**src/rtl/swpfc_pkg.sv**
```systemverilog
// Shared constants, register codes and cell types for the purine frame counter.
`default_nettype none
package swpfc_pkg;

  // Capacity of the purine ring and of the frame counter row.
  localparam int MAX_WINDOW = 1024;
  localparam int MAX_PERIOD = 8;

  // Widths derived from the capacities.
  localparam int RING_AW = $clog2(MAX_WINDOW);
  localparam int EWIN_W  = $clog2(MAX_WINDOW + 1);

  // Widths fixed by the register map and the result fields.
  localparam int POS_W      = 32;
  localparam int WINREG_W   = 11;
  localparam int STEP_W     = 16;
  localparam int PERREG_W   = 4;
  localparam int FRAME_W    = 3;
  localparam int CNT_W      = 11;
  localparam int ADDR_W     = 5;
  localparam int DATA_W     = 32;
  localparam int BYTE_W     = 8;
  localparam int DIV_STEP_W = $clog2(POS_W);

  // Character codes of interest.
  localparam logic [BYTE_W-1:0] CHAR_A = 8'h61;
  localparam logic [BYTE_W-1:0] CHAR_G = 8'h67;
  localparam logic [BYTE_W-1:0] CHAR_Z = 8'h7a;

  // Register reset values.
  localparam logic [POS_W-1:0]    START_RST  = 32'd1;
  localparam logic [POS_W-1:0]    END_RST    = 32'hffff_ffff;
  localparam logic [WINREG_W-1:0] WINDOW_RST = 11'd201;
  localparam logic [STEP_W-1:0]   STEP_RST   = 16'd51;
  localparam logic [PERREG_W-1:0] PERIOD_RST = 4'd3;

  // Register indexes on the configuration port.
  typedef enum logic [2:0] {
    REG_START  = 3'd0,
    REG_END    = 3'd1,
    REG_WINDOW = 3'd2,
    REG_STEP   = 3'd3,
    REG_PERIOD = 3'd4
  } reg_idx_e;

  // One result slot held in a cell of the output row.
  typedef struct packed {
    logic               valid;
    logic [FRAME_W-1:0] idx;
    logic [CNT_W-1:0]   count;
    logic               last;
  } res_slot_t;

  // Control broadcast from the pipeline to every cell.
  typedef struct packed {
    logic               upd;
    logic               inc;
    logic               dec;
    logic [FRAME_W-1:0] frame;
    logic               load;
    logic               adv;
    logic [FRAME_W-1:0] last_idx;
  } cell_ctrl_t;

endpackage
`default_nettype wire

```
**src/rtl/swpfc_ram.sv**
```systemverilog
// Generic single-write, single-read RAM with a registered read port.
`default_nettype none
module swpfc_ram #(
  parameter int WIDTH = 1,
  parameter int DEPTH = 1024
) (
  input  logic                     clk_i,
  input  logic                     we_i,
  input  logic [$clog2(DEPTH)-1:0] waddr_i,
  input  logic [WIDTH-1:0]         wdata_i,
  input  logic                     re_i,
  input  logic [$clog2(DEPTH)-1:0] raddr_i,
  output logic [WIDTH-1:0]         rdata_o
);

  logic [WIDTH-1:0] mem_q [DEPTH];
  logic [WIDTH-1:0] rdata_q;

  // Write and registered read; a read of the address being written returns old data.
  always_ff @(posedge clk_i) begin
    if (we_i) begin
      mem_q[waddr_i] <= wdata_i;
    end
    if (re_i) begin
      rdata_q <= mem_q[raddr_i];
    end
  end

  assign rdata_o = rdata_q;

endmodule
`default_nettype wire

```
**src/rtl/swpfc_phase_div.sv**
```systemverilog
// Bit-serial remainder unit that finds the frame phase of the position counter.
`default_nettype none
module swpfc_phase_div (
  input  logic                               clk_i,
  input  logic                               rst_ni,
  input  logic                               start_i,
  input  logic [swpfc_pkg::POS_W-1:0]        dividend_i,
  input  logic [swpfc_pkg::PERREG_W-1:0]     divisor_i,
  output logic                               busy_o,
  output logic                               done_o,
  output logic [swpfc_pkg::FRAME_W-1:0]      rem_o
);

  logic                                  busy_q;
  logic [swpfc_pkg::DIV_STEP_W-1:0]      step_q;
  logic [swpfc_pkg::POS_W-1:0]           dv_q;
  logic [swpfc_pkg::FRAME_W-1:0]         rem_q;
  logic [swpfc_pkg::FRAME_W:0]           trial;
  logic [swpfc_pkg::FRAME_W:0]           reduced;

  // One restoring step: bring down the next dividend bit and subtract if it fits.
  always_comb begin
    trial   = {rem_q, dv_q[swpfc_pkg::POS_W-1]};
    reduced = (trial >= (swpfc_pkg::FRAME_W+1)'(divisor_i))
              ? trial - (swpfc_pkg::FRAME_W+1)'(divisor_i) : trial;
  end

  assign busy_o = busy_q;
  assign done_o = busy_q && (step_q == '1);
  assign rem_o  = reduced[swpfc_pkg::FRAME_W-1:0];

  // Control of the iteration.
  always_ff @(posedge clk_i or negedge rst_ni) begin
    if (!rst_ni) begin
      busy_q <= 1'b0;
      step_q <= '0;
    end else if (start_i) begin
      busy_q <= 1'b1;
      step_q <= '0;
    end else if (busy_q) begin
      step_q <= step_q + 1'b1;
      if (step_q == '1) begin
        busy_q <= 1'b0;
      end
    end
  end

  // Dividend shifter and partial remainder.
  always_ff @(posedge clk_i) begin
    if (start_i) begin
      dv_q  <= dividend_i;
      rem_q <= '0;
    end else if (busy_q) begin
      dv_q  <= {dv_q[swpfc_pkg::POS_W-2:0], 1'b0};
      rem_q <= reduced[swpfc_pkg::FRAME_W-1:0];
    end
  end

endmodule
`default_nettype wire

```
**src/rtl/swpfc_cell.sv**
```systemverilog
// One frame cell: a purine counter for its frame and one slot of the result row.
`default_nettype none
module swpfc_cell (
  input  logic                           clk_i,
  input  logic                           rst_ni,
  input  logic [swpfc_pkg::FRAME_W-1:0]  idx_i,
  input  swpfc_pkg::cell_ctrl_t          ctrl_i,
  input  swpfc_pkg::res_slot_t           nb_i,
  output swpfc_pkg::res_slot_t           res_o
);

  logic [swpfc_pkg::CNT_W-1:0] count_q;
  swpfc_pkg::res_slot_t        res_q;
  logic                        hit;

  assign hit = ctrl_i.upd && (ctrl_i.frame == idx_i);

  // Frame counter: wraps at its width like the stored count.
  always_ff @(posedge clk_i or negedge rst_ni) begin
    if (!rst_ni) begin
      count_q <= '0;
    end else if (hit && ctrl_i.inc) begin
      count_q <= count_q + 1'b1;
    end else if (hit && ctrl_i.dec) begin
      count_q <= count_q - 1'b1;
    end
  end

  // Result slot: takes a snapshot on a report, otherwise moves toward the output when the row advances.
  always_ff @(posedge clk_i or negedge rst_ni) begin
    if (!rst_ni) begin
      res_q <= '0;
    end else if (ctrl_i.load) begin
      res_q.valid <= (idx_i <= ctrl_i.last_idx);
      res_q.idx   <= idx_i;
      res_q.count <= count_q;
      res_q.last  <= (idx_i == ctrl_i.last_idx);
    end else if (ctrl_i.adv) begin
      res_q <= nb_i;
    end
  end

  assign res_o = res_q;

endmodule
`default_nettype wire

```
**src/rtl/sliding_window_purine_frame_count_unit.sv**
```systemverilog
// Sliding-window purine counter per reading frame, one sequence byte per request.
// Throughput: one byte per cycle unless stalled; a byte that may close a report stalls
// input while it is in the update stage, and a report waits in a pending register until
// the result row has drained, then leaves one result per cycle while res_stall_i is low.
// Reset clears counters and marks at once (ring entries above the fill mark read as zero);
// a write to frame_period stalls input while the frame phase is recomputed.
`default_nettype none
module sliding_window_purine_frame_count_unit (
  input  logic                                clk_i,
  input  logic                                rst_ni,
  input  logic                                psel,
  input  logic                                penable,
  input  logic                                pwrite,
  input  logic [swpfc_pkg::ADDR_W-1:0]        paddr,
  input  logic [swpfc_pkg::DATA_W-1:0]        pwdata,
  output logic [swpfc_pkg::DATA_W-1:0]        prdata,
  output logic                                pready,
  input  logic                                seq_valid_i,
  output logic                                seq_stall_o,
  input  logic [swpfc_pkg::BYTE_W-1:0]        seq_byte_i,
  output logic                                res_valid_o,
  input  logic                                res_stall_i,
  output logic [swpfc_pkg::POS_W-1:0]         center_position_o,
  output logic [swpfc_pkg::FRAME_W-1:0]       frame_index_o,
  output logic [swpfc_pkg::CNT_W-1:0]         purine_count_o,
  output logic                                last_frame_o
);

  // Configuration registers.
  logic [swpfc_pkg::POS_W-1:0]    start_q;
  logic [swpfc_pkg::POS_W-1:0]    end_q;
  logic [swpfc_pkg::WINREG_W-1:0] win_q;
  logic [swpfc_pkg::STEP_W-1:0]   step_q;
  logic [swpfc_pkg::PERREG_W-1:0] per_q;
  swpfc_pkg::reg_idx_e            reg_sel;
  logic                           cfg_we;

  // Effective settings.
  logic [swpfc_pkg::EWIN_W-1:0]   win_eff;
  logic [swpfc_pkg::STEP_W-1:0]   stp_eff;
  logic [swpfc_pkg::PERREG_W-1:0] per_eff;
  logic [swpfc_pkg::FRAME_W-1:0]  last_idx;
  logic [swpfc_pkg::POS_W-1:0]    win32;

  // Position and window state.
  logic [swpfc_pkg::POS_W-1:0]    lp_q;
  logic [swpfc_pkg::POS_W-1:0]    cnt_q;
  logic [swpfc_pkg::RING_AW-1:0]  rp_q;
  logic [swpfc_pkg::EWIN_W-1:0]   hw_q;
  logic [swpfc_pkg::STEP_W-1:0]   sp_q;
  logic [swpfc_pkg::FRAME_W-1:0]  phase_q;

  // Entry stage signals.
  logic                           in_acc;
  logic                           is_letter;
  logic                           stop;
  logic                           active;
  logic                           lp_sat;
  logic [swpfc_pkg::POS_W-1:0]    lp_n;
  logic                           in_rng;
  logic                           proc;
  logic [swpfc_pkg::RING_AW-1:0]  slot;
  logic [swpfc_pkg::EWIN_W-1:0]   slot_inc;
  logic [swpfc_pkg::RING_AW-1:0]  rp_n;
  logic [swpfc_pkg::EWIN_W-1:0]   hw_n;
  logic                           rd_ok;
  logic [swpfc_pkg::POS_W-1:0]    cnt_n;
  logic [swpfc_pkg::STEP_W-1:0]   sp1;
  logic [swpfc_pkg::STEP_W:0]     sp2;
  logic [swpfc_pkg::STEP_W-1:0]   sp_n;
  logic                           cand;
  logic [swpfc_pkg::PERREG_W-1:0] phase_inc;
  logic [swpfc_pkg::FRAME_W-1:0]  phase_n;

  // Update stage registers.
  logic                           s1_valid_q;
  logic [swpfc_pkg::RING_AW-1:0]  s1_slot_q;
  logic [swpfc_pkg::FRAME_W-1:0]  s1_frame_q;
  logic                           s1_pur_q;
  logic                           s1_fwd_q;
  logic                           s1_fwdv_q;
  logic                           s1_rdok_q;
  logic                           s1_cand_q;
  logic [swpfc_pkg::POS_W-1:0]    s1_cnt_q;

  // Update stage signals.
  logic                           rdata;
  logic                           old_mark;
  logic [swpfc_pkg::POS_W:0]      sum1;
  logic                           report;
  logic [swpfc_pkg::POS_W-1:0]    center;

  // Report hand-off and result row.
  logic                           pend_q;
  logic [swpfc_pkg::POS_W-1:0]    pcen_q;
  logic [swpfc_pkg::POS_W-1:0]    ocen_q;
  logic                           can_load;
  logic                           adv;
  logic                           load;
  swpfc_pkg::cell_ctrl_t          cell_ctrl;
  swpfc_pkg::res_slot_t           chain [swpfc_pkg::MAX_PERIOD+1];

  // Phase recompute unit.
  logic                           div_start;
  logic [swpfc_pkg::POS_W-1:0]    div_dvd;
  logic                           div_busy;
  logic                           div_done;
  logic [swpfc_pkg::FRAME_W-1:0]  div_rem;

  // Register port decode.
  assign reg_sel = swpfc_pkg::reg_idx_e'(paddr[swpfc_pkg::ADDR_W-1:2]);
  assign cfg_we  = psel && penable && pwrite;
  assign pready  = 1'b1;

  always_ff @(posedge clk_i or negedge rst_ni) begin
    if (!rst_ni) begin
      start_q <= swpfc_pkg::START_RST;
      end_q   <= swpfc_pkg::END_RST;
      win_q   <= swpfc_pkg::WINDOW_RST;
      step_q  <= swpfc_pkg::STEP_RST;
      per_q   <= swpfc_pkg::PERIOD_RST;
    end else if (cfg_we) begin
      unique case (reg_sel)
        swpfc_pkg::REG_START:  start_q <= pwdata;
        swpfc_pkg::REG_END:    end_q   <= pwdata;
        swpfc_pkg::REG_WINDOW: win_q   <= pwdata[swpfc_pkg::WINREG_W-1:0];
        swpfc_pkg::REG_STEP:   step_q  <= pwdata[swpfc_pkg::STEP_W-1:0];
        swpfc_pkg::REG_PERIOD: per_q   <= pwdata[swpfc_pkg::PERREG_W-1:0];
        default: ;
      endcase
    end
  end

  always_comb begin
    unique case (reg_sel)
      swpfc_pkg::REG_START:  prdata = start_q;
      swpfc_pkg::REG_END:    prdata = end_q;
      swpfc_pkg::REG_WINDOW: prdata = swpfc_pkg::DATA_W'(win_q);
      swpfc_pkg::REG_STEP:   prdata = swpfc_pkg::DATA_W'(step_q);
      swpfc_pkg::REG_PERIOD: prdata = swpfc_pkg::DATA_W'(per_q);
      default:               prdata = '0;
    endcase
  end

  // Clamp the settings to their usable ranges.
  always_comb begin
    if (win_q == '0) begin
      win_eff = swpfc_pkg::EWIN_W'(1);
    end else if (32'(win_q) > swpfc_pkg::MAX_WINDOW) begin
      win_eff = swpfc_pkg::EWIN_W'(swpfc_pkg::MAX_WINDOW);
    end else begin
      win_eff = swpfc_pkg::EWIN_W'(win_q);
    end
    if (per_q == '0) begin
      per_eff = swpfc_pkg::PERREG_W'(1);
    end else if (32'(per_q) > swpfc_pkg::MAX_PERIOD) begin
      per_eff = swpfc_pkg::PERREG_W'(swpfc_pkg::MAX_PERIOD);
    end else begin
      per_eff = per_q;
    end
    stp_eff  = (step_q == '0) ? swpfc_pkg::STEP_W'(1) : step_q;
    last_idx = swpfc_pkg::FRAME_W'(per_eff - 1'b1);
    win32    = swpfc_pkg::POS_W'(win_eff);
  end

  // Entry stage: classify the byte, advance the position and pick the ring slot.
  assign in_acc    = seq_valid_i && !seq_stall_o;
  assign is_letter = (seq_byte_i >= swpfc_pkg::CHAR_A) && (seq_byte_i <= swpfc_pkg::CHAR_Z);
  assign stop      = ({1'b0, start_q} + {1'b0, cnt_q}) > {1'b0, end_q};
  assign active    = in_acc && !stop && is_letter;
  assign lp_sat    = (lp_q == '1);
  assign lp_n      = lp_sat ? lp_q : lp_q + 1'b1;
  assign in_rng    = (lp_n >= start_q) && (lp_n <= end_q);
  assign proc      = active && in_rng;

  always_comb begin
    slot     = (swpfc_pkg::EWIN_W'(rp_q) >= win_eff) ? '0 : rp_q;
    slot_inc = swpfc_pkg::EWIN_W'(slot) + swpfc_pkg::EWIN_W'(1);
    rp_n     = (slot_inc >= win_eff) ? '0 : slot_inc[swpfc_pkg::RING_AW-1:0];
    hw_n     = (slot_inc > hw_q) ? slot_inc : hw_q;
    rd_ok    = swpfc_pkg::EWIN_W'(slot) < hw_q;
    cnt_n    = cnt_q + 1'b1;
  end

  // Step phase: a report is due when the window first fills and every step after.
  always_comb begin
    sp1  = (sp_q >= stp_eff) ? '0 : sp_q;
    sp2  = {1'b0, sp1} + 1'b1;
    sp_n = sp_q;
    cand = 1'b0;
    if (cnt_n == win32) begin
      sp_n = '0;
      cand = 1'b1;
    end else if (cnt_n > win32) begin
      sp_n = (sp2 >= {1'b0, stp_eff}) ? '0 : sp2[swpfc_pkg::STEP_W-1:0];
      cand = (sp_n == '0);
    end
  end

  // Frame phase of the next position.
  assign phase_inc = swpfc_pkg::PERREG_W'(phase_q) + 1'b1;
  assign phase_n   = (phase_inc == per_eff) ? '0 : phase_inc[swpfc_pkg::FRAME_W-1:0];

  // The phase holds still once the next position is the saturated one.
  always_ff @(posedge clk_i or negedge rst_ni) begin
    if (!rst_ni) begin
      lp_q    <= '0;
      cnt_q   <= '0;
      rp_q    <= '0;
      hw_q    <= '0;
      sp_q    <= '0;
      phase_q <= '0;
    end else begin
      if (active) begin
        lp_q <= lp_n;
      end
      if (div_done) begin
        phase_q <= div_rem;
      end else if (active && (lp_n != '1)) begin
        phase_q <= phase_n;
      end
      if (proc) begin
        rp_q  <= rp_n;
        hw_q  <= hw_n;
        cnt_q <= cnt_n;
        sp_q  <= sp_n;
      end
    end
  end

  // Update stage registers.
  always_ff @(posedge clk_i or negedge rst_ni) begin
    if (!rst_ni) begin
      s1_valid_q <= 1'b0;
    end else begin
      s1_valid_q <= proc;
    end
  end

  always_ff @(posedge clk_i) begin
    if (proc) begin
      s1_slot_q  <= slot;
      s1_frame_q <= phase_q;
      s1_pur_q   <= (seq_byte_i == swpfc_pkg::CHAR_A) || (seq_byte_i == swpfc_pkg::CHAR_G);
      s1_fwd_q   <= s1_valid_q && (s1_slot_q == slot);
      s1_fwdv_q  <= s1_pur_q;
      s1_rdok_q  <= rd_ok;
      s1_cand_q  <= cand;
      s1_cnt_q   <= cnt_n;
    end
  end

  // Purine ring: read at entry, written back in the update stage.
  swpfc_ram #(
    .WIDTH (1),
    .DEPTH (swpfc_pkg::MAX_WINDOW)
  ) u_ring (
    .clk_i   (clk_i),
    .we_i    (s1_valid_q),
    .waddr_i (s1_slot_q),
    .wdata_i (s1_pur_q),
    .re_i    (proc),
    .raddr_i (slot),
    .rdata_o (rdata)
  );

  // Old mark of the slot, forwarded when the previous base wrote the same slot.
  assign old_mark = s1_fwd_q ? s1_fwdv_q : (s1_rdok_q && rdata);

  // Report check and window centre.
  assign sum1   = {1'b0, start_q} + {1'b0, s1_cnt_q};
  assign report = s1_valid_q && s1_cand_q && (sum1 < {1'b0, end_q});
  assign center = sum1[swpfc_pkg::POS_W-1:0]
                  - (swpfc_pkg::POS_W'(win_eff >> 1) + swpfc_pkg::POS_W'(1));

  // Result row hand-off.
  assign adv      = !chain[0].valid || !res_stall_i;
  assign can_load = !chain[1].valid && adv;
  assign load     = pend_q && can_load;

  always_ff @(posedge clk_i or negedge rst_ni) begin
    if (!rst_ni) begin
      pend_q <= 1'b0;
    end else if (report) begin
      pend_q <= 1'b1;
    end else if (load) begin
      pend_q <= 1'b0;
    end
  end

  always_ff @(posedge clk_i) begin
    if (report) begin
      pcen_q <= center;
    end
    if (load) begin
      ocen_q <= pcen_q;
    end
  end

  // Input stall: phase recompute, a possible report in flight, or a report waiting.
  assign seq_stall_o = div_busy || (s1_valid_q && s1_cand_q) || (pend_q && !can_load);

  // Control broadcast to the cells.
  always_comb begin
    cell_ctrl.upd      = s1_valid_q;
    cell_ctrl.inc      = s1_pur_q && !old_mark;
    cell_ctrl.dec      = !s1_pur_q && old_mark;
    cell_ctrl.frame    = s1_frame_q;
    cell_ctrl.load     = load;
    cell_ctrl.adv      = adv;
    cell_ctrl.last_idx = last_idx;
  end

  // Row of frame cells; results shift toward cell zero.
  assign chain[swpfc_pkg::MAX_PERIOD] = '0;

  for (genvar j = 0; j < swpfc_pkg::MAX_PERIOD; j++) begin : g_cell
    swpfc_cell u_cell (
      .clk_i  (clk_i),
      .rst_ni (rst_ni),
      .idx_i  (swpfc_pkg::FRAME_W'(j)),
      .ctrl_i (cell_ctrl),
      .nb_i   (chain[j+1]),
      .res_o  (chain[j])
    );
  end

  assign res_valid_o       = chain[0].valid;
  assign center_position_o = ocen_q;
  assign frame_index_o     = chain[0].idx;
  assign purine_count_o    = chain[0].count;
  assign last_frame_o      = chain[0].last;

  // Frame phase recompute after a period change; a saturated position repeats its frame.
  assign div_start = cfg_we && (reg_sel == swpfc_pkg::REG_PERIOD);
  assign div_dvd   = lp_sat ? lp_q - 1'b1 : lp_q;

  swpfc_phase_div u_phase_div (
    .clk_i      (clk_i),
    .rst_ni     (rst_ni),
    .start_i    (div_start),
    .dividend_i (div_dvd),
    .divisor_i  (per_eff),
    .busy_o     (div_busy),
    .done_o     (div_done),
    .rem_o      (div_rem)
  );

`ifndef NO_ASSERTIONS
  // Counters stay frozen while a report waits for the result row.
  a_pend_frozen: assert property (@(posedge clk_i) disable iff (!rst_ni)
    pend_q |-> !s1_valid_q)
    else $error("frame counter updated while a report was pending");

  // The final result of a report is the last one in the row.
  a_last_alone: assert property (@(posedge clk_i) disable iff (!rst_ni)
    (res_valid_o && last_frame_o) |-> !chain[1].valid)
    else $error("results queued behind the last frame of a report");

  // Results of one report leave in rising frame order with no gap.
  a_frame_order: assert property (@(posedge clk_i) disable iff (!rst_ni)
    (res_valid_o && !res_stall_i && !last_frame_o) |=>
      (res_valid_o && (frame_index_o == swpfc_pkg::FRAME_W'($past(frame_index_o) + 1'b1))))
    else $error("frame results out of order");

  // The frame phase stays below the period whenever it is in use.
  a_phase_range: assert property (@(posedge clk_i) disable iff (!rst_ni)
    !div_busy |-> (swpfc_pkg::PERREG_W'(phase_q) < per_eff))
    else $error("frame phase outside the period");
`endif

endmodule
`default_nettype wire
```
**config.mk**
```make
export PLATFORM = sky130hd
export DESIGN_NAME = sliding_window_purine_frame_count_unit
export DESIGN_NICKNAME = d
export VERILOG_FILES = /design/src/rtl/swpfc_pkg.sv /design/src/rtl/swpfc_ram.sv /design/src/rtl/swpfc_phase_div.sv /design/src/rtl/swpfc_cell.sv /design/src/rtl/sliding_window_purine_frame_count_unit.sv
export SDC_FILE = /design/constraint.sdc
export NUM_CORES = 2
export LEC_CHECK = 0
export ABC_AREA = 0
export BUFFER_PORTS_ARGS = -buffer_cell sky130_fd_sc_hd__buf_2
export CAP_MARGIN = 20
export CELL_PAD_IN_SITES_DETAIL_PLACEMENT = 1
export CELL_PAD_IN_SITES_GLOBAL_PLACEMENT = 1
export CORE_MARGIN = 5
export CORE_UTILIZATION = 45
export CTS_CLUSTER_SIZE = 40
export DETAILED_ROUTE_END_ITERATION = 10
export HOLD_SLACK_MARGIN = 0.08
export PLACE_DENSITY = 0.71
export SLEW_MARGIN = 20
export SYNTH_ARGS = -nofsm -noshare
export SYNTH_HDL_FRONTEND = slang
export SYNTH_SLANG_ARGS = --single-unit
export TNS_END_PERCENT = 10
```
**constraint.sdc**
```tcl
create_clock -name clk_i -period 21.9 [get_ports clk_i]
set_clock_uncertainty 0.15 [all_clocks]
set_input_delay 1.095 -clock clk_i [delete_from_list [all_inputs] [get_ports clk_i]]
set_output_delay 1.095 -clock clk_i [all_outputs]
set_load 0.02 [all_outputs]
```
Word level (Yosys, flattened, before mapping)
Memory sizes are Yosys's and may differ from the RTL's. A register that Yosys moved wholly into a read port is not among the register bits.
Cells that the tools add are included.
- equal/unequal tests: 26
- reduce and logical (&&, ||, !) cells: 83
- multiplexer cells: 63
- $add $sub $neg: 29
- $lt $le $gt $ge: 24
- operators by type and width (kind ; number):
    16-bit 2-to-1 mux ; 21
    11-bit 2-to-1 mux ; 18
    32-bit one-hot mux with 5 select lines ; 1
    32-bit 2-to-1 mux ; 4
    11-bit by 1-bit adder with 11-bit output (second input constant) ; 8
    11-bit by 1-bit subtractor with 11-bit output (second input constant) ; 8
    32-bit by 32-bit adder with 33-bit output ; 2
    32-bit by 1-bit adder with 32-bit output (second input constant) ; 2
    1-bit logical AND ; 44
    33-bit by 32-bit greater-than comparator with 1-bit output ; 1
    33-bit by 32-bit less-than comparator with 1-bit output ; 1
    32-bit by 11-bit equality test with 1-bit output ; 1
    32-bit equality test (second input constant) ; 1
    32-bit greater-or-equal comparator ; 1
    32-bit by 11-bit greater-than comparator with 1-bit output ; 1
    32-bit <= comparator ; 1
    16-bit zero test ; 2
    32-bit != test (second input constant) ; 1
    32-bit by 1-bit subtractor with 32-bit output (second input constant) ; 1
    32-bit by 11-bit subtractor with 32-bit output ; 1
    2-bit nonzero test ; 13
    10-bit by 1-bit adder with 11-bit output (second input constant) ; 2
    10-bit 2-to-1 mux ; 2
    16-bit by 1-bit adder with 17-bit output (second input constant) ; 1
    38 further kinds ; 87
- bits in writable memories: 1024
- input port bits: 52
- output and inout port bits: 82
- memories kept: 1
- word-level logic and storage cells: 293
- bits in registers: 572
- memory list (memory ; words ; bits a word ; rd ports ; clocked after memory_dff ; wr ports ; RTL line ; source):
    u_ring.mem_q ; 1024 ; 1 ; 1 ; 1 ; 1 ; swpfc_ram.sv:16 ; logic [WIDTH-1:0] mem_q [DEPTH];

Depth between registers and ports, before layout
- word-level depth: 13
- depth in mapped cells: 32
- depth with buffers taken out: 26

Cells and area by module
From an unflattened synthesis, not the netlist that was laid out.
- cell total of the unflattened synthesis: 7282
- area, all modules: 84702.5 µm²
- by module, submodules not included (module ; seq. area each (µm²) ; area each (µm²) ; cells each ; times used):
    swpfc_ram ; 30779.5 ; 44666.6 ; 3112 ; 1
    sliding_window_purine_frame_count_unit ; 8506.9 ; 24264.5 ; 2593 ; 1
    swpfc_cell ; 675.6 ; 1724.2 ; 181 ; 8
    swpfc_phase_div ; 1171.1 ; 1978.1 ; 129 ; 1

Worst setup path before layout
No wires, ideal clock.
- path kind: register -> register
- start: reg s1_pur_q
- end: reg g_cell[7].u_cell.count_q[10] in the netlist's numbering
- data arrival time: 18.950 ns
- period minus slack after synthesis: 19.227 ns
- cell stages (with the launch flop): 14
- required time: 21.623 ns
- path slack: 2.673 ns
- path buffers: 0
- library setup time: 0.127 ns
- cells stage by stage: edfxtp_1 nand3_1 fa_1 a21o_1 a21oi_1 o21bai_1 a21oi_1 o21bai_1 a21oi_1 o21bai_1 a21oi_1 xnor2_1 nor2_1 xor2_1
- word-level cells in the longest chain between the ends: 4
- elaborated cells on any way between the ends: 7
- those cells by class: mux: 1; reduce/logical: 6
- RTL lines (item ; RTL line ; source):
    start, declared ; sliding_window_purine_frame_count_unit.sv:79 ; logic s1_pur_q;
    start signal, assigned ; sliding_window_purine_frame_count_unit.sv:244 ; s1_pur_q <= (seq_byte_i == swpfc_pkg::CHAR_A) || (seq_byte_i == swpfc_pkg::CHAR_G);
    1-bit zero test ; sliding_window_purine_frame_count_unit.sv:307 ; cell_ctrl.dec = !s1_pur_q && old_mark;
    1-bit logical AND ; sliding_window_purine_frame_count_unit.sv:307 ;
    1-bit logical AND ; swpfc_cell.sv:24 ; end else if (hit && ctrl_i.dec) begin
    2-bit nonzero test (no line) ; -- ;
    end signal, assigned ; swpfc_cell.sv:23 ; count_q <= count_q + 1'b1;
    end signal, assigned ; swpfc_cell.sv:25 ; count_q <= count_q - 1'b1;
    end, declared ; swpfc_cell.sv:12 ; logic [swpfc_pkg::CNT_W-1:0] count_q;
Several ways; a longest one is shown, not always the timed one.
A chain may end at the register's enable or synchronous reset.

Final worst setup path
- start: reg step_q[14] in the netlist's numbering
- end: reg sp_q[11] in the netlist's numbering
- word-level cells in the longest chain between the ends: 9
- RTL lines (item ; RTL line ; source):
    start, declared ; sliding_window_purine_frame_count_unit.sv:33 ; logic [swpfc_pkg::STEP_W-1:0] step_q;
    start signal, assigned ; sliding_window_purine_frame_count_unit.sv:120 ; step_q <= swpfc_pkg::STEP_RST;
    start signal, assigned ; sliding_window_purine_frame_count_unit.sv:127 ; swpfc_pkg::REG_STEP: step_q <= pwdata[swpfc_pkg::STEP_W-1:0];
    16-bit zero test ; sliding_window_purine_frame_count_unit.sv:161 ; stp_eff = (step_q == '0) ? swpfc_pkg::STEP_W'(1) : step_q;
    16-bit 2-to-1 mux (*) ; sliding_window_purine_frame_count_unit.sv:161 ;
    16-bit greater-or-equal comparator ; sliding_window_purine_frame_count_unit.sv:187 ; sp1 = (sp_q >= stp_eff) ? '0 : sp_q;
    16-bit 2-to-1 mux ; sliding_window_purine_frame_count_unit.sv:187 ;
    16-bit by 1-bit adder with 17-bit output ; sliding_window_purine_frame_count_unit.sv:188 ; sp2 = {1'b0, sp1} + 1'b1;
    17-bit by 16-bit greater-or-equal comparator with 1-bit output ; sliding_window_purine_frame_count_unit.sv:195 ; sp_n = (sp2 >= {1'b0, stp_eff}) ? '0 : sp2[swpfc_pkg::STEP_W-1:0];
    16-bit 2-to-1 mux (*) ; sliding_window_purine_frame_count_unit.sv:195 ;
    16-bit 2-to-1 mux (*) ; sliding_window_purine_frame_count_unit.sv:194 ; end else if (cnt_n > win32) begin
    16-bit 2-to-1 mux (*) ; sliding_window_purine_frame_count_unit.sv:191 ; if (cnt_n == win32) begin
    end signal, assigned ; sliding_window_purine_frame_count_unit.sv:226 ; sp_q <= sp_n;
    end, declared ; sliding_window_purine_frame_count_unit.sv:50 ; logic [swpfc_pkg::STEP_W-1:0] sp_q;
Every way passes the cells marked *; elsewhere a longest branch is shown, timed or not. The select of a mux whose other input is x is not followed.

==> qor.txt <==
==============================================================================
Area enclosed by the die boundary                                  191000 um^2
Dominant register cell in the synthesized netlist                     edfxtp_1
Sw power                                                               2.16 mW
Worst Min Path Start                                                pcen_q[10]
Worst r2r dst                                                         sp_q[11]
Most used cells in the layout excluding fill and tap cells        nor2_1 (1326), edfxtp_1 (1171), nand2_1 (696)
Pre-CTS setup slack                                                   13.79 ns
Net count reported at finish                                              7858
Net count after synthesis                                                 7948
Power per cell area                                               83.3 nW/um^2
Power share of the sequential group                                      45.6%
Top area cells in the synthesized netlist                         edfxtp_1 (43%), dfrtp_1 (11%), nor2_1 (6.1%)
Yosys warning count                                                          0
First-iteration detailed-routing DRC count                                5851
CP Data Arrival Time                                                   8.64 ns
Rel. slew slack                                                          18.9%
Share of total power in combinational logic                              15.8%
I/O pin total                                                              134
Clk slew on worst S/H paths                                            0.06 ns
Final setup violation count                                                  0
Number of global-route vias before repair                                62516
Required time reported for the critical path endpoint                 22.46 ns
Layout cells sized above 1                                               11.5%
Number of flip-flops under the largest register name                      1024
Pin count of the biggest net entering global routing                       273
Multi-input gate area in the final layout                           33800 um^2
Deepest clock path buffer count                                              3
Core Area                                                          181000 um^2
Post-Route M1 WL                                                        108 mm
Drt drc                                                                      0
Total wirelength of the detailed-routed design                          267 mm
Slack of the critical path                                            13.82 ns
Total Routing Usage GR                                                   27.3%
Top layer in use                                                          met4
Number of max-cap violations                                                 0
Summed area of non-filler cells in the final layout                 90800 um^2
Die height                                                              437 um
Power Internal                                                         5.40 mW
Setup Crit Path Kind                                              register to register
Synth-to-Final Area Change                                               10.7%
Quantity of I/O buffers inserted on ports                                  130
Start of the worst register-to-register path                        step_q[14]
Final Slew Violations                                                        0
Asr flop ratio synth                                                     26.3%
Final Hold Vio Count                                                         0
Final std cells w/o fill                                                  9944
Most flops, register                                              u_ring.mem_q
Switching part of the total power                                        28.6%
Achievable frequency                                                 0.124 GHz
Hold Path Class                                                   register to register
Initial antenna violation count                                             13
# clock sinks                                                             1593
Starting density of the core                                             45.3%
Worst Reg-to-Reg Cells                                                      24
Number of enable-type register cells in the synthesized netlist           1171
Kind of start point of the critical path                              register
Proportion of power drawn by the clock network                           38.6%
Sequential fraction of the synthesis area                                55.8%
Via count                                                                60657
Buffer type at the clock tree root                                   clkbuf_16
CTS tree                                                                   yes
R2R setup slack                                                       13.82 ns
Routed len/inst                                                        26.9 um
Met3 wire length                                                       17.2 mm
Number of rows in the core area                                            156
Number of iterations in the first detailed-routing pass                      5
Die W                                                                   437 um
Hold worst-path end                                               center_position_o[10]
Number of buffers created by CTS                                           175
Worst IR drop on VDD                                                  0.105 mV
Overall overflow remaining after global route                                0
Post-synth top area share                                                42.9%
Leak                                                                   33.5 nW
Cell count after placement                                                9605
Via-to-Cell Ratio                                                         6.10
Amount of wire on met2 after detailed routing                           129 mm
Worst hold slack across all endpoints                                 0.241 ns
Cell area after placement                                           85000 um^2
Result of the run                                                 complete, no violations
Final critical path time including I/O delays and setup                8.08 ns
Period utilization                                                       36.9%
Final Util                                                               50.1%
Mean post-synth cell area                                            10.9 um^2
Count of different cell masters after synthesis                             99
First-pass GRT wire length                                              397 mm
Critical path fanouts, max                                                  29
Leading cell type in the layout, fill and taps excluded                 nor2_1
Number of filler instances in the final layout                           19203
Antenna-violating nets left                                                  0
Critical path capture point type                                      register
Netlist Area Pre-Place                                              82100 um^2
Buffer count from post-CTS setup fixing                                      0
TNS Setup                                                                 0 ns
Largest area contributor in the synthesized netlist                   edfxtp_1
Gate Count Post-Synth                                                     7510
Count of cells along the worst hold path                                     0
GPL Wtd Cong                                                             0.900
PnR Total Power                                                        7.57 mW
Register area                                                       45800 um^2
Maximum level of the CTS H-tree                                              4
Clock latency on the worst-skew pair                                   0.85 ns
RSZ-0062 raised after global routing                                     false
Worst-Margin Slew                                                      1.22 ns
Detailed-placement wirelength estimate                                  165 mm
Synth Register Bits                                                       1593
==============================================================================
==> layout make-up <==
| type | instances | area share (%) |
|---|---|---|
| antenna | 11 | 0.0303 |
| clock buffer | 225 | 5.19 |
| clock inverter | 95 | 1.01 |
| inverter | 230 | 0.955 |
| multi-input combinational | 5163 | 37.2 |
| sequential | 1593 | 50.4 |
| tap | 2370 | 3.27 |
| timing repair buffer | 257 | 1.90 |
==> critical path: stages, from the launching register on <==
cell and delay (ns):
dfrtp_1 0.47, nor4_1 0.36, a41o_1 0.26, ha_1 0.24
nand2b_1 0.14, a21o_1 0.18, a21oi_1 0.15, o21ai_0 0.12
o41ai_1 0.62, a31oi_2 0.16, buf_4 0.28, nor2_1 0.27
ha_1 0.27, nand4_1 0.26, nor3_1 0.57, nand3_1 0.16
xor2_1 0.33, nor2_1 0.10, ha_1 0.33, a21o_1 0.19
a2111oi_0 0.86, nand3_1 0.68, nor2_1 0.39, nand3_1 0.16
o31ai_1 0.27
==> cell families after synthesis <==
group	Yosys count	share of synthesized area (%)
simple gates	2652	13.8
flops	1593	55.8
compound gates	1469	11.4
buf+inv	754	3.57
fa+ha+maj	386	6.00
mux	328	5.96
xor+xnor	327	3.49
other cells	1	0.00457
==> power groups by stage <==
stage | sequential, mW | clock (mW) | combinational, mW
after CTS | 3.45 | 2.97 | 1.19
after floorplan | 3.46 | 0 | 0.785
after detailed placement | 3.51 | 0 | 1.18
after global routing | 3.46 | 3.10 | 1.30
after global placement | 3.51 | 0 | 1.13
final | 3.45 | 2.92 | 1.19
==> how the worst max path moves through the flow <==
stage | depth (start not counted) | slack [ns] | endpoint | startpoint
after floorplan | 13 | 2.67 | g_cell[7].u_cell.count_q[10] | s1_pur_q
after CTS | 24 | 13.76 | sp_q[11] | step_q[14]
final | 24 | 13.82 | sp_q[11] | step_q[14]
after global placement | 23 | 14.05 | sp_q[13] | step_q[8]
after detailed placement | 24 | 13.79 | sp_q[11] | step_q[14]
after global routing | 24 | 13.10 | sp_q[11] | step_q[7]
==> synth_stat cells (all sizes together) (119+ instances only) <==
cell type,number
inv,226
clkbuf,396
edfxtp,1171
a21oi,393
nand2,724
nand3,119
buf,128
o21ai,378
xnor2,223
dfrtp,376
mux4,119
ha,374
nor2,1330
==> timing repair <==
action | 4_1_cts | 5_1_grt
endpoints found under the hold margin | 60 | 0
hold buffers | 1 | 0
gates resized for setup | 0 | 0
==> layer usage <==
layer  up-vias  track usage, %
met2      2128            46.0
li1      26833               -
met3       586            3.89
met4         0            12.1
met1     31110            35.2
met5         -               0
Note: power is estimated with default switching activity, not from simulation.
